[config.mk]
export PLATFORM = sky130hd
export DESIGN_NAME = lru_page_replacement
export DESIGN_NICKNAME = d
export VERILOG_FILES = /design/src/rtl/lpr_pkg.sv /design/src/rtl/lpr_cell.sv /design/src/rtl/lru_page_replacement.sv
export SDC_FILE = /design/constraint.sdc
export NUM_CORES = 1
export LEC_CHECK = 0
export BUFFER_PORTS_ARGS = -buffer_cell sky130_fd_sc_hd__buf_2
export CELL_PAD_IN_SITES_DETAIL_PLACEMENT = 0
export CELL_PAD_IN_SITES_GLOBAL_PLACEMENT = 1
export CORE_ASPECT_RATIO = 1.1
export CORE_UTILIZATION = 54
export DETAILED_ROUTE_END_ITERATION = 10
export PLACE_DENSITY = 0.83
export SKIP_LAST_GASP = 1
export SYNTH_ARGS = -nofsm -noshare
export SYNTH_HDL_FRONTEND = slang
export SYNTH_SLANG_ARGS = --single-unit
[constraint.sdc]
create_clock -name clk -period 6.87 [get_ports clk]
set_input_delay 1.374 -clock clk [delete_from_list [all_inputs] [get_ports clk]]
set_output_delay 1.374 -clock clk [all_outputs]
set_load 0.01 [all_outputs]
[src/rtl/lpr_pkg.sv]
// ----------------------------------------------------------------------------
// LRU page replacement package
// Shared sizes, types and control structures for the recency cell row.
// ----------------------------------------------------------------------------
package lpr_pkg;

    // Number of page frames held in the cell row.
    localparam int FRAMES = 8;
    // Number of page identifier bits that are compared and stored.
    localparam int PAGE_BITS = 16;
    // Width of the frame count register.
    localparam int CNT_BITS = 4;
    // Width of the fault and reference counters.
    localparam int TOTAL_BITS = 16;

    typedef logic [PAGE_BITS-1:0]  page_t;
    typedef logic [CNT_BITS-1:0]   cnt_t;
    typedef logic [TOTAL_BITS-1:0] total_t;

    // Control that the top level drives into each cell.
    typedef struct packed {
        logic load;    // a reference is accepted this cycle
        logic flush;   // clear the valid bit
        logic active;  // cell lies within the managed frames
        logic last;    // cell is the last managed frame
    } cell_ctl_t;

    // Status that each cell reports back to the top level.
    typedef struct packed {
        logic match;   // cell holds the referenced page
        logic evict;   // cell content falls off the end on this reference
    } cell_stat_t;

endpackage

[src/rtl/lpr_cell.sv]
// ----------------------------------------------------------------------------
// LRU recency cell
// One stack position: holds a page and its valid bit, compares it against the
// referenced page and takes its neighbor's entry when the stack shifts back.
// ----------------------------------------------------------------------------
module lpr_cell (
    input  logic               clk,
    input  logic               rst_n,
    input  lpr_pkg::cell_ctl_t ctl,
    input  lpr_pkg::page_t     query_page,
    input  lpr_pkg::page_t     prev_page,
    input  logic               prev_valid,
    input  logic               stop_in,
    output lpr_pkg::page_t     page,
    output logic               valid,
    output logic               stop_out,
    output lpr_pkg::cell_stat_t stat
);
    import lpr_pkg::*;

    page_t page_reg;
    page_t page_next;
    logic  valid_reg;
    logic  valid_next;
    logic  match;
    logic  shift;

    // Compare and decide where the shift toward the back stops.
    always_comb
    begin
        match      = valid_reg && (page_reg == query_page);
        stop_out   = stop_in || (ctl.active && (!valid_reg || match));
        shift      = ctl.load && ctl.active && !stop_in;
        stat.match = ctl.active && match;
        stat.evict = ctl.active && ctl.last && !stop_in && valid_reg && !match;
    end

    // Next entry: flush clears, a shift takes the neighbor's entry.
    always_comb
    begin
        page_next  = page_reg;
        valid_next = valid_reg;
        if (ctl.flush)
        begin
            valid_next = 1'b0;
        end
        else if (shift)
        begin
            page_next  = prev_page;
            valid_next = prev_valid;
        end
    end

    // Valid bit is control state and is reset.
    always_ff @(posedge clk or negedge rst_n)
    begin
        if (!rst_n)
        begin
            valid_reg <= 1'b0;
        end
        else
        begin
            valid_reg <= valid_next;
        end
    end

    // Page identifier needs no reset.
    always_ff @(posedge clk)
    begin
        page_reg <= page_next;
    end

    assign page  = page_reg;
    assign valid = valid_reg;

endmodule

[src/rtl/lru_page_replacement.sv]
// ----------------------------------------------------------------------------
// LRU page replacement unit
// Keeps a recency-ordered row of resident pages and reports hit, eviction
// and running fault and reference totals for each page reference.
// ----------------------------------------------------------------------------
// For each page reference, the row of FRAMES cells
// compares every resident page with the reference in parallel and shifts the
// entries in front of the hit, or of the first free or last managed frame,
// back by one place. The result lands in an output register, so the unit
// takes one reference per cycle while the result side keeps taking transfers;
// the compare chain through the cell row sets the cycle time. Writing the
// frame count flushes the resident set and keeps both totals.
module lru_page_replacement (
    input  logic        clk,
    input  logic        rst_n,
    // Frame count register write.
    input  logic        cfg_we,
    input  logic [3:0]  cfg_wdata,
    // Page references: tdata = page_number[15:0].
    input  logic        s_axis_tvalid,
    output logic        s_axis_tready,
    input  logic [15:0] s_axis_tdata,
    // Results: tdata = hit[0], evicted_valid[1], evicted_page[17:2],
    // fault_total[33:18], reference_total[49:34], zero fill[55:50].
    output logic        m_axis_tvalid,
    input  logic        m_axis_tready,
    output logic [55:0] m_axis_tdata
);
    import lpr_pkg::*;

    cnt_t       frames_reg;
    cnt_t       frames_next;
    cnt_t       active_cnt;
    total_t     fault_reg;
    total_t     fault_next;
    total_t     ref_reg;
    total_t     ref_next;
    logic       out_valid_reg;
    logic       out_valid_next;
    logic [55:0] out_data_reg;
    logic [55:0] out_data_next;
    logic       accept;
    page_t      query_page;

    page_t      cell_page  [FRAMES];
    logic       cell_valid [FRAMES];
    page_t      prev_page  [FRAMES];
    logic       prev_valid [FRAMES];
    logic       stop_chain [FRAMES+1];
    cell_ctl_t  cell_ctl   [FRAMES];
    cell_stat_t cell_stat  [FRAMES];

    logic       hit;
    logic       evict_valid;
    page_t      evict_page;

    assign query_page    = s_axis_tdata[PAGE_BITS-1:0];
    assign s_axis_tready = !out_valid_reg || m_axis_tready;
    assign accept        = s_axis_tvalid && s_axis_tready;

    // The front cell never sees a stop from ahead of it.
    assign stop_chain[0] = 1'b0;

    // Clamp the frame count to the range the row supports.
    always_comb
    begin
        if (frames_reg == '0)
        begin
            active_cnt = cnt_t'(1);
        end
        else if (frames_reg > cnt_t'(FRAMES))
        begin
            active_cnt = cnt_t'(FRAMES);
        end
        else
        begin
            active_cnt = frames_reg;
        end
    end

    // Per-cell control and the links between neighbors.
    always_comb
    begin
        for (int i = 0; i < FRAMES; i++)
        begin
            cell_ctl[i].load   = accept;
            cell_ctl[i].flush  = cfg_we;
            cell_ctl[i].active = (cnt_t'(i) < active_cnt);
            cell_ctl[i].last   = (cnt_t'(i + 1) == active_cnt);
            if (i == 0)
            begin
                prev_page[i]  = query_page;
                prev_valid[i] = 1'b1;
            end
            else
            begin
                prev_page[i]  = cell_page[i-1];
                prev_valid[i] = cell_valid[i-1];
            end
        end
    end

    // Row of recency cells, front of the stack at index zero.
    for (genvar g = 0; g < FRAMES; g++)
    begin : g_cell
        lpr_cell u_cell (
            .clk        (clk),
            .rst_n      (rst_n),
            .ctl        (cell_ctl[g]),
            .query_page (query_page),
            .prev_page  (prev_page[g]),
            .prev_valid (prev_valid[g]),
            .stop_in    (stop_chain[g]),
            .page       (cell_page[g]),
            .valid      (cell_valid[g]),
            .stop_out   (stop_chain[g+1]),
            .stat       (cell_stat[g])
        );
    end

    // Gather hit and eviction from the cells.
    always_comb
    begin
        hit         = 1'b0;
        evict_valid = 1'b0;
        evict_page  = '0;
        for (int i = 0; i < FRAMES; i++)
        begin
            hit         = hit | cell_stat[i].match;
            evict_valid = evict_valid | cell_stat[i].evict;
            evict_page  = evict_page | (cell_stat[i].evict ? cell_page[i] : '0);
        end
    end

    // Saturating totals and the result register.
    always_comb
    begin
        frames_next    = cfg_we ? cfg_wdata : frames_reg;
        fault_next     = fault_reg;
        ref_next       = ref_reg;
        out_valid_next = out_valid_reg;
        out_data_next  = out_data_reg;
        if (m_axis_tready)
        begin
            out_valid_next = 1'b0;
        end
        if (accept)
        begin
            if (ref_reg != '1)
            begin
                ref_next = ref_reg + total_t'(1);
            end
            if (!hit && (fault_reg != '1))
            begin
                fault_next = fault_reg + total_t'(1);
            end
            out_valid_next = 1'b1;
            out_data_next  = {6'b0, ref_next, fault_next, 16'(evict_page),
                              evict_valid, hit};
        end
    end

    // Control registers.
    always_ff @(posedge clk or negedge rst_n)
    begin
        if (!rst_n)
        begin
            frames_reg    <= cnt_t'(FRAMES);
            fault_reg     <= '0;
            ref_reg       <= '0;
            out_valid_reg <= 1'b0;
        end
        else
        begin
            frames_reg    <= frames_next;
            fault_reg     <= fault_next;
            ref_reg       <= ref_next;
            out_valid_reg <= out_valid_next;
        end
    end

    // Result payload.
    always_ff @(posedge clk)
    begin
        out_data_reg <= out_data_next;
    end

    assign m_axis_tvalid = out_valid_reg;
    assign m_axis_tdata  = out_data_reg;

endmodule

---- Word-level counts from Yosys, hierarchy flattened ----
Index checks and enable logic that the tools add are counted.
cells by class
  add/subtract/negate cells ............... 2
  magnitude comparators ................... 9
  equal/unequal tests ..................... 18
  multiplexer cells ....................... 30
  bitwise operators ....................... 22
  reductions and logical operators ........ 127
operators with widths
  kind                     number
  $mux W16                 10
  $eq A16 B16 Y1           8
  $or A16 B16 Y16          7
  $logic_and A1 B1 Y1      71
  $add A16 B1 Y16 const B  2
  $ne A16 B16 Y1 const B   2
  $logic_not A1 Y1         24
  $mux W1                  18
  $reduce_bool A2 Y1       9
  $eq A3 B4 Y1 const A     4
  $lt A3 B4 Y1 const A     4
  $reduce_and A2 Y1        8
  $logic_or A1 B1 Y1       14
  $or A1 B1 Y1             14
  $eq A2 B4 Y1 const A     2
  $lt A1 B4 Y1 const A     2
  $lt A2 B4 Y1 const A     2
  $mux W4                  2
  $eq A1 B4 Y1 const A     1
  $eq A4 B4 Y1 const A     1
  $gt A4 B4 Y1 const B     1
  $logic_not A4 Y1         1
  $not A1 Y1               1
storage, ports and cells
  register bits after elaboration ......... 223
  input port bits ......................... 25
  output and inout bits ................... 58
  logic and storage cells ................. 229

---- Longest topological paths before layout ----
Gate-level depths: netlist of run 1.
  depth after elaboration ................. 17
  mapped depth ............................ 10
  mapped depth without buffers ............ 9

---- Hierarchy ----
Synthesis of run 1 repeated with hierarchy kept, for this count alone.
second synthesis, totals
  cells, all modules ...................... 812
  area total of the unflattened synthesis .. 10551.4 µm²
modules (own cells, without submodules)
  module                instances  cells an instance  area each (µm²)  sequential area each (µm²)
  lpr_cell              8          49                 742.0            505.5
  lru_page_replacement  1          420                4615.7           2428.6

---- Least setup slack after synthesis of run 1 ----
Ideal clock, no wire load.
  path type ............................... input -> register
  from .................................... in m_axis_tready
  to ...................................... reg g_cell[6].u_cell.page_reg[0], enable pin
  library setup time ...................... 412 ps
  data arrival time ....................... 3994 ps
  required time ........................... 6458 ps
  slack ................................... 2465 ps
  stages on the path ...................... 5
  path buffers ............................ 0
  cell sequence ........................... nand2b_1 > nand2_1 > nor2_1 > nand4_1 > nor3_1
between the ends
  word-level cells in the longest chain between the ends .. 5
ends and longest elaborated chain
  item                                line                        source
  from (decl)                         lru_page_replacement.sv:26  input logic m_axis_tready,
  $logic_or A1 B1 Y1                  lru_page_replacement.sv:58  assign s_axis_tready = !out_valid_reg || m_axis_tready;
  $logic_and A1 B1 Y1                 lru_page_replacement.sv:59  assign accept = s_axis_tvalid && s_axis_tready;
  $logic_and A1 B1 Y1 (2 in series)   lpr_cell.sv:33              shift = ctl.load && ctl.active && !stop_in;
  $reduce_and A2 Y1 (no source line)  n/a
  to (signal assigned)                lpr_cell.sv:70              page_reg <= page_next;
  to (decl)                           lpr_cell.sv:21              page_t page_reg;
Every way passes these cells.
A chain may end at the register's enable or synchronous reset.

---- Final worst setup path of run 1 ----
  from .................................... in s_axis_tdata[1]
  to ...................................... reg fault_reg[1]
between the ends
  word-level cells in the longest chain between the ends .. 13
  elaborated cells on any way between the ends .. 34
  those cells by class .................... eq/ne: 8; mux: 1; bitwise: 7; reduce/logical: 18
ends and longest elaborated chain
  item                        line                         source
  from (decl)                 lru_page_replacement.sv:22   input logic [15:0] s_axis_tdata,
  $eq A16 B16 Y1              lpr_cell.sv:31               match = valid_reg && (page_reg == query_page);
  $logic_and A1 B1 Y1         lpr_cell.sv:31
  $logic_and A1 B1 Y1         lpr_cell.sv:34               stat.match = ctl.active && match;
  $or A1 B1 Y1 (6 in series)  lru_page_replacement.sv:129  hit = hit | cell_stat[i].match;
  $or A1 B1 Y1 *              lru_page_replacement.sv:129
  $logic_not A1 Y1 *          lru_page_replacement.sv:153  if (!hit && (fault_reg != '1))
  $logic_and A1 B1 Y1 *       lru_page_replacement.sv:153
  $mux W16 *                  lru_page_replacement.sv:153
  to (signal assigned)        lru_page_replacement.sv:176  fault_reg <= fault_next;
  to (decl)                   lru_page_replacement.sv:34   total_t fault_reg;
Every way passes the cells marked *; elsewhere a longest branch is shown, timed or not.

==> qor.txt, run 1 <==
busiest grt layer: met2
n_diodes: 0
P per Cell Area: 279 mW/mm^2
Hold-fix buffers, CTS: 0
Mapped Cells: 802
max reg flops: 128
distinct cell type count after synthesis: 62
Via Count: 6917
HPWL after detailed placement: 18200 um
most frequent cells in the layout: edfxtp_1, xnor2_1, buf_2
M1 GR Usage: 0.360
first-pass GRT wire length: 39800 um
Slew headroom: 0.218
post-place setup slack: 2.35 ns
Vias/cell: 6.06
number of synthesized register bits: 223
DR iter-0 viols: 627
sequential area share after synthesis: 0.611
fin crit share: 0.593
status: finished, final reports clean
final hold vios: 0
Crit path top cell by count: nand4_1
setup violators final: 0
TritonCTS Buffers: 24
crit path time final: 4.08 ns
Final Instance Count excl. Fillers: 1141
CTS resizes: 0
setup total negative slack: 0 ns
CP max stage cell: nor4_1
max cap viols: 0
Die Y: 149 um
worst setup margin: 2.79 ns
Crit path arrival time: 4.47 ns
main area contributors after synthesis: edfxtp_1, dfrtp_1, xnor2_1
Slew @ Worst Pin: 1.17 ns
Root Buffer: clkbuf_16
TritonCTS clock tree: built
largest net degree at the start of global routing: 72
met3 Usage GRT: 0.0364
GRT overflow: 0
VDD IR-drop max: 208 uV
Max Transition Viols Final: 0
RSZ-0062 raised after global routing: false
DRC viols: 0
H-tree depth: 1
buffers plus inverters on the worst setup path: 1
# rows: 53
post-CTS setup buffer count: 0
met2 Usage GRT: 0.431
Mapped Avg Cell Area: 13.2 sq um
Core ar.: 0.0192 sq mm
die area: 0.0202 sq mm
CP peak stage delay: 0.84 ns
area leader, netlist: edfxtp_1
Top delay family on crit path: simple AND/OR/NAND/NOR gates
Tot GR Track Use: 0.267
Routed WL per cell: 22.7 um
total power: 3.30 mW
Setup CP Type: in2reg
most common cell after layout, fill and taps aside: edfxtp_1
Critical Path Fanout Max: 16
Leak: 4.23 nW
Mapped Area: 0.0106 sq mm
ys flop type: edfxtp_1
die width: 136 um
Cell Chain, Critical Path: buf_2, xnor2_1, nand4_1, nor4_1, a32oi_1, nand4_1, or3_1, mux2_2
maximum clock rate: 245 MHz
Area Overhead vs Synth: 11.8%
Clock Latency Late Sink: 0.52 ns
Routability Congestion: 0.965
Critical Path Source Type: primary input
Port Buf Inserts: 76
Final Routed Wirelength: 25900 um
num ports: 83
Worst Skew: 0.0187 ns
Worst-path clk slew: 0.06 ns
Post-synth EDFFs: 178
crit end category: flop
Synth top area share: 0.505
vias in the first global route: 6765
initial antenna violation count: 0
Final nets: 903
CTS Buffer Depth: 3
Hold Crit Class: reg2reg
antenna-violating nets left: 0
Yosys Warn Count: 0
clk sinks: 223
placed cells: 1097
Synth async-reset ratio: 0.202
share of cells above drive strength 1: 0.162
Pre-antenna DRT Iters: 6
Initial Utilization: 0.552
Data required, critical path: 7.27 ns
per-stage QoR:
| step | hold slack (ns) | instance area, sq um | utilization |
|---|---|---|---|
| 2_1_floorplan | 0.450 | 10600 | - |
| 3_3_place_gp | 0.466 | 11100 | 0.578 |
| 3_5_place_dp | 0.471 | 11100 | 0.578 |
| 4_1_cts | 0.485 | 11800 | 0.618 |
| 5_1_grt | 0.499 | 11800 | 0.618 |
| 6_report | 0.481 | 11800 | 0.618 |
cells in the mapped netlist, types with 12 or more instances:
| library cell | instances |
|---|---|
| edfxtp_1 | 178 |
| xnor2_1 | 112 |
| xor2_1 | 63 |
| nor2_1 | 48 |
| nand2_1 | 45 |
| dfrtp_1 | 44 |
| nand4_1 | 32 |
| inv_1 | 28 |
| a22oi_1 | 17 |
| o211ai_1 | 17 |
| a221o_1 | 16 |
| a222oi_1 | 16 |
| nand3_1 | 16 |
| nor4_1 | 16 |
| nor3_1 | 15 |
| buf_4 | 14 |
| buf_6 | 12 |
cells by family after synthesis:
kind of cell    synth area share
flops                      0.611
buf+inv                   0.0383
other cells             0.000354
mux                      0.00934
xor+xnor                   0.145
compound gates            0.0827
fa+ha+maj                0.00236
simple gates               0.111
layer usage:
layer,part of all wire,vias to the layer above
met4,0.044,0
met1,0.40,3380
li1,-,3134
met3,0.074,57
met2,0.48,346
met5,0,-
power by group:
| group | switching [mW] | internal, mW | leakage (nW) | total (mW) |
|---|---|---|---|---|
| combinational | 0.200 | 0.155 | 1.66 | 0.355 |
| sequential | 0.0920 | 1.57 | 2.20 | 1.67 |
| clock | 0.526 | 0.753 | 0.376 | 1.28 |
final timing paths:
check / from / endpoint / slack [ns] / cells after the start
max: s_axis_tdata[1] / fault_reg[1] / 2.79 / 8
min: g_cell[6].u_cell.valid / g_cell[6].u_cell.valid / 0.48 / 1
max reg2reg: g_cell[4].u_cell.page[11] / fault_reg[1] / 3.42 / 7
min reg2reg: g_cell[6].u_cell.valid / g_cell[6].u_cell.valid / 0.48 / 1
max in group asynchronous: rst_n / fault_reg[7] / 5.49 / 2
min in group asynchronous: rst_n / ref_reg[7] / 0.94 / 2
final cells by class:
class / instances / area, sq um
Multi-Input combinational cell: 516 / 3750
Clock inverter: 10 / 98.8
Inverter: 28 / 105
Timing Repair Buffer: 83 / 433
Tap cell: 247 / 309
Fill cell: 1488 / 7330
Clock buffer: 34 / 669
Sequential cell: 223 / 6470
Power figures use the tool's default switching activity.
==> inputs of run 2 (changes only) <==
--- a/config.mk
+++ b/config.mk
@@ -9,9 +9,9 @@
 export CELL_PAD_IN_SITES_DETAIL_PLACEMENT = 0
 export CELL_PAD_IN_SITES_GLOBAL_PLACEMENT = 1
 export CORE_ASPECT_RATIO = 1.1
-export CORE_UTILIZATION = 54
+export CORE_UTILIZATION = 50
 export DETAILED_ROUTE_END_ITERATION = 10
-export PLACE_DENSITY = 0.83
+export PLACE_DENSITY = 0.77
 export SKIP_LAST_GASP = 1
 export SYNTH_ARGS = -nofsm -noshare
 export SYNTH_HDL_FRONTEND = slang
==> constraint.sdc (replaced) <==
create_clock -name clk -period 4.1 [get_ports clk]
set_input_delay 0.82 -clock clk [delete_from_list [all_inputs] [get_ports clk]]
set_output_delay 0.82 -clock clk [all_outputs]
set_load 0.01 [all_outputs]
==> qor.txt, run 2 (synthesized netlist as in run 1, its figures left out) <==
TritonCTS Buffers: 24
Tot GR Track Use: 0.245
CTS resizes: 0
Sequential Power Share: 0.512
first-pass GRT wire length: 40200 um
max reg flops: 128
Pre-antenna DRT Iters: 6
# rows: 55
switching power: 1.34 mW
HPWL after detailed placement: 18400 um
Critical Path Source Type: primary input
buffers plus inverters on the worst setup path: 3
post-CTS setup buffer count: 0
maximum clock rate: 297 MHz
status: finished, final reports clean
Worst Skew: 0.0171 ns
Die Y: 155 um
VDD IR-drop max: 358 uV
post-place setup slack: 0.281 ns
Root Buffer: clkbuf_16
Initial Utilization: 0.513
Final Instance Count excl. Fillers: 1164
final core utilization: 0.578
vias in the first global route: 6934
fillers: 1670
setup violators final: 0
Hold-fix buffers, CTS: 0
Top delay family on crit path: simple AND/OR/NAND/NOR gates
clock power share: 0.379
Hold Crit Class: in2async
Final nets: 918
Slew @ Worst Pin: 1.06 ns
Routability Congestion: 0.888
Slew headroom: 0.291
Hold Slack: 0.228 ns
Final Routed Wirelength: 26000 um
Data required, critical path: 4.35 ns
max cap viols: 0
clk sinks: 223
die width: 141 um
fin crit share: 0.822
worst setup margin: 0.732 ns
setup total negative slack: 0 ns
RSZ-0062 raised after global routing: false
Cell Chain, Critical Path: buf_2, xnor2_1, nand4_1, nor4_1, buf_4, or2b_2, nor2_1, buf_4, a222oi_1, o211ai_1, a221o_1
Crit path arrival time: 3.62 ns
sw frac: 0.246
Core ar.: 0.0206 sq mm
Worst-path clk slew: 0.06 ns
final hold vios: 0
Critical Path Fanout Max: 12
Vias/cell: 5.96
Clock Latency Late Sink: 0.52 ns
total power: 5.45 mW
Routed WL per cell: 22.3 um
Setup CP Type: in2reg
GRT overflow: 0
most common cell after layout, fill and taps aside: edfxtp_1
most frequent cells in the layout: edfxtp_1, xnor2_1, buf_2
n_diodes: 0
TritonCTS clock tree: built
CTS Buffer Depth: 3
Comb pwr share: 0.109
Max Transition Viols Final: 0
Via Count: 6939
DR iter-0 viols: 546
num ports: 83
Area Overhead vs Synth: 12.8%
internal power: 4.11 mW
share of cells above drive strength 1: 0.172
H-tree depth: 1
fin area: 0.0119 sq mm
die area: 0.0218 sq mm
CP peak stage delay: 0.45 ns
CP max stage cell: nor4_1
P per Cell Area: 457 mW/mm^2
Area after DPL: 0.0112 sq mm
placed cells: 1121
DRC viols: 0
antenna-violating nets left: 0
crit end category: flop
Port Buf Inserts: 76
Crit path top cell by count: buf_4
Leak: 4.31 nW
crit path time final: 3.37 ns
largest net degree at the start of global routing: 72
initial antenna violation count: 0
run 2: changes by cell type in the layout (fill, tap and decap cells not counted), sizes merged:
| cell | previous run | this run |
|---|---|---|
| clkinv | 7 | 10 |
| buf | 83 | 98 |
| clkbuf | 34 | 32 |
| bufinv | 2 | 1 |
| inv | 29 | 28 |
run 2: cell type report:
class	instances	area (sq um)	share of cell area
Multi-Input combinational cell	516	3730	0.313
Clock buffer	32	673	0.0564
Inverter	28	105	0.00881
Timing Repair Buffer	98	558	0.0468
Tap cell	256	320	0.0268
Sequential cell	223	6470	0.542
Clock inverter	11	75.1	0.00629
run 2: power groups by stage:
stage | combinational [mW] | clock (mW) | sequential (mW)
3_3_place_gp | 0.587 | 0 | 2.83
6_report | 0.591 | 2.07 | 2.79
3_5_place_dp | 0.593 | 0 | 2.83
2_1_floorplan | 0.400 | 0 | 2.84
5_1_grt | 0.657 | 2.18 | 2.81
4_1_cts | 0.598 | 2.10 | 2.79
run 2: per-layer routing:
layer,global-route usage,wire (um),vias to the layer above
li1,-,-,3157
met1,0.323,10700,3393
met2,0.396,12400,322
met3,0.0390,1760,67
met4,0.117,1190,0
met5,0,0,-
run 2: path summary, 6_finish.rpt:
| kind | startpoint | end | slack [ns] | cells past startpoint |
|---|---|---|---|---|
| worst max-delay path | s_axis_tdata[5] | m_axis_tdata[7] | 0.73 | 11 |
| worst min-delay path | rst_n | ref_reg[9] | 0.23 | 1 |
| worst max register to register | g_cell[0].u_cell.page[9] | m_axis_tdata[7] | 0.83 | 10 |
| worst min register to register | g_cell[6].u_cell.valid | g_cell[6].u_cell.valid | 0.50 | 1 |
| max in group asynchronous | rst_n | frames_reg[3] | 3.08 | 2 |
| min in group clk | g_cell[6].u_cell.valid | g_cell[6].u_cell.valid | 0.50 | 1 |
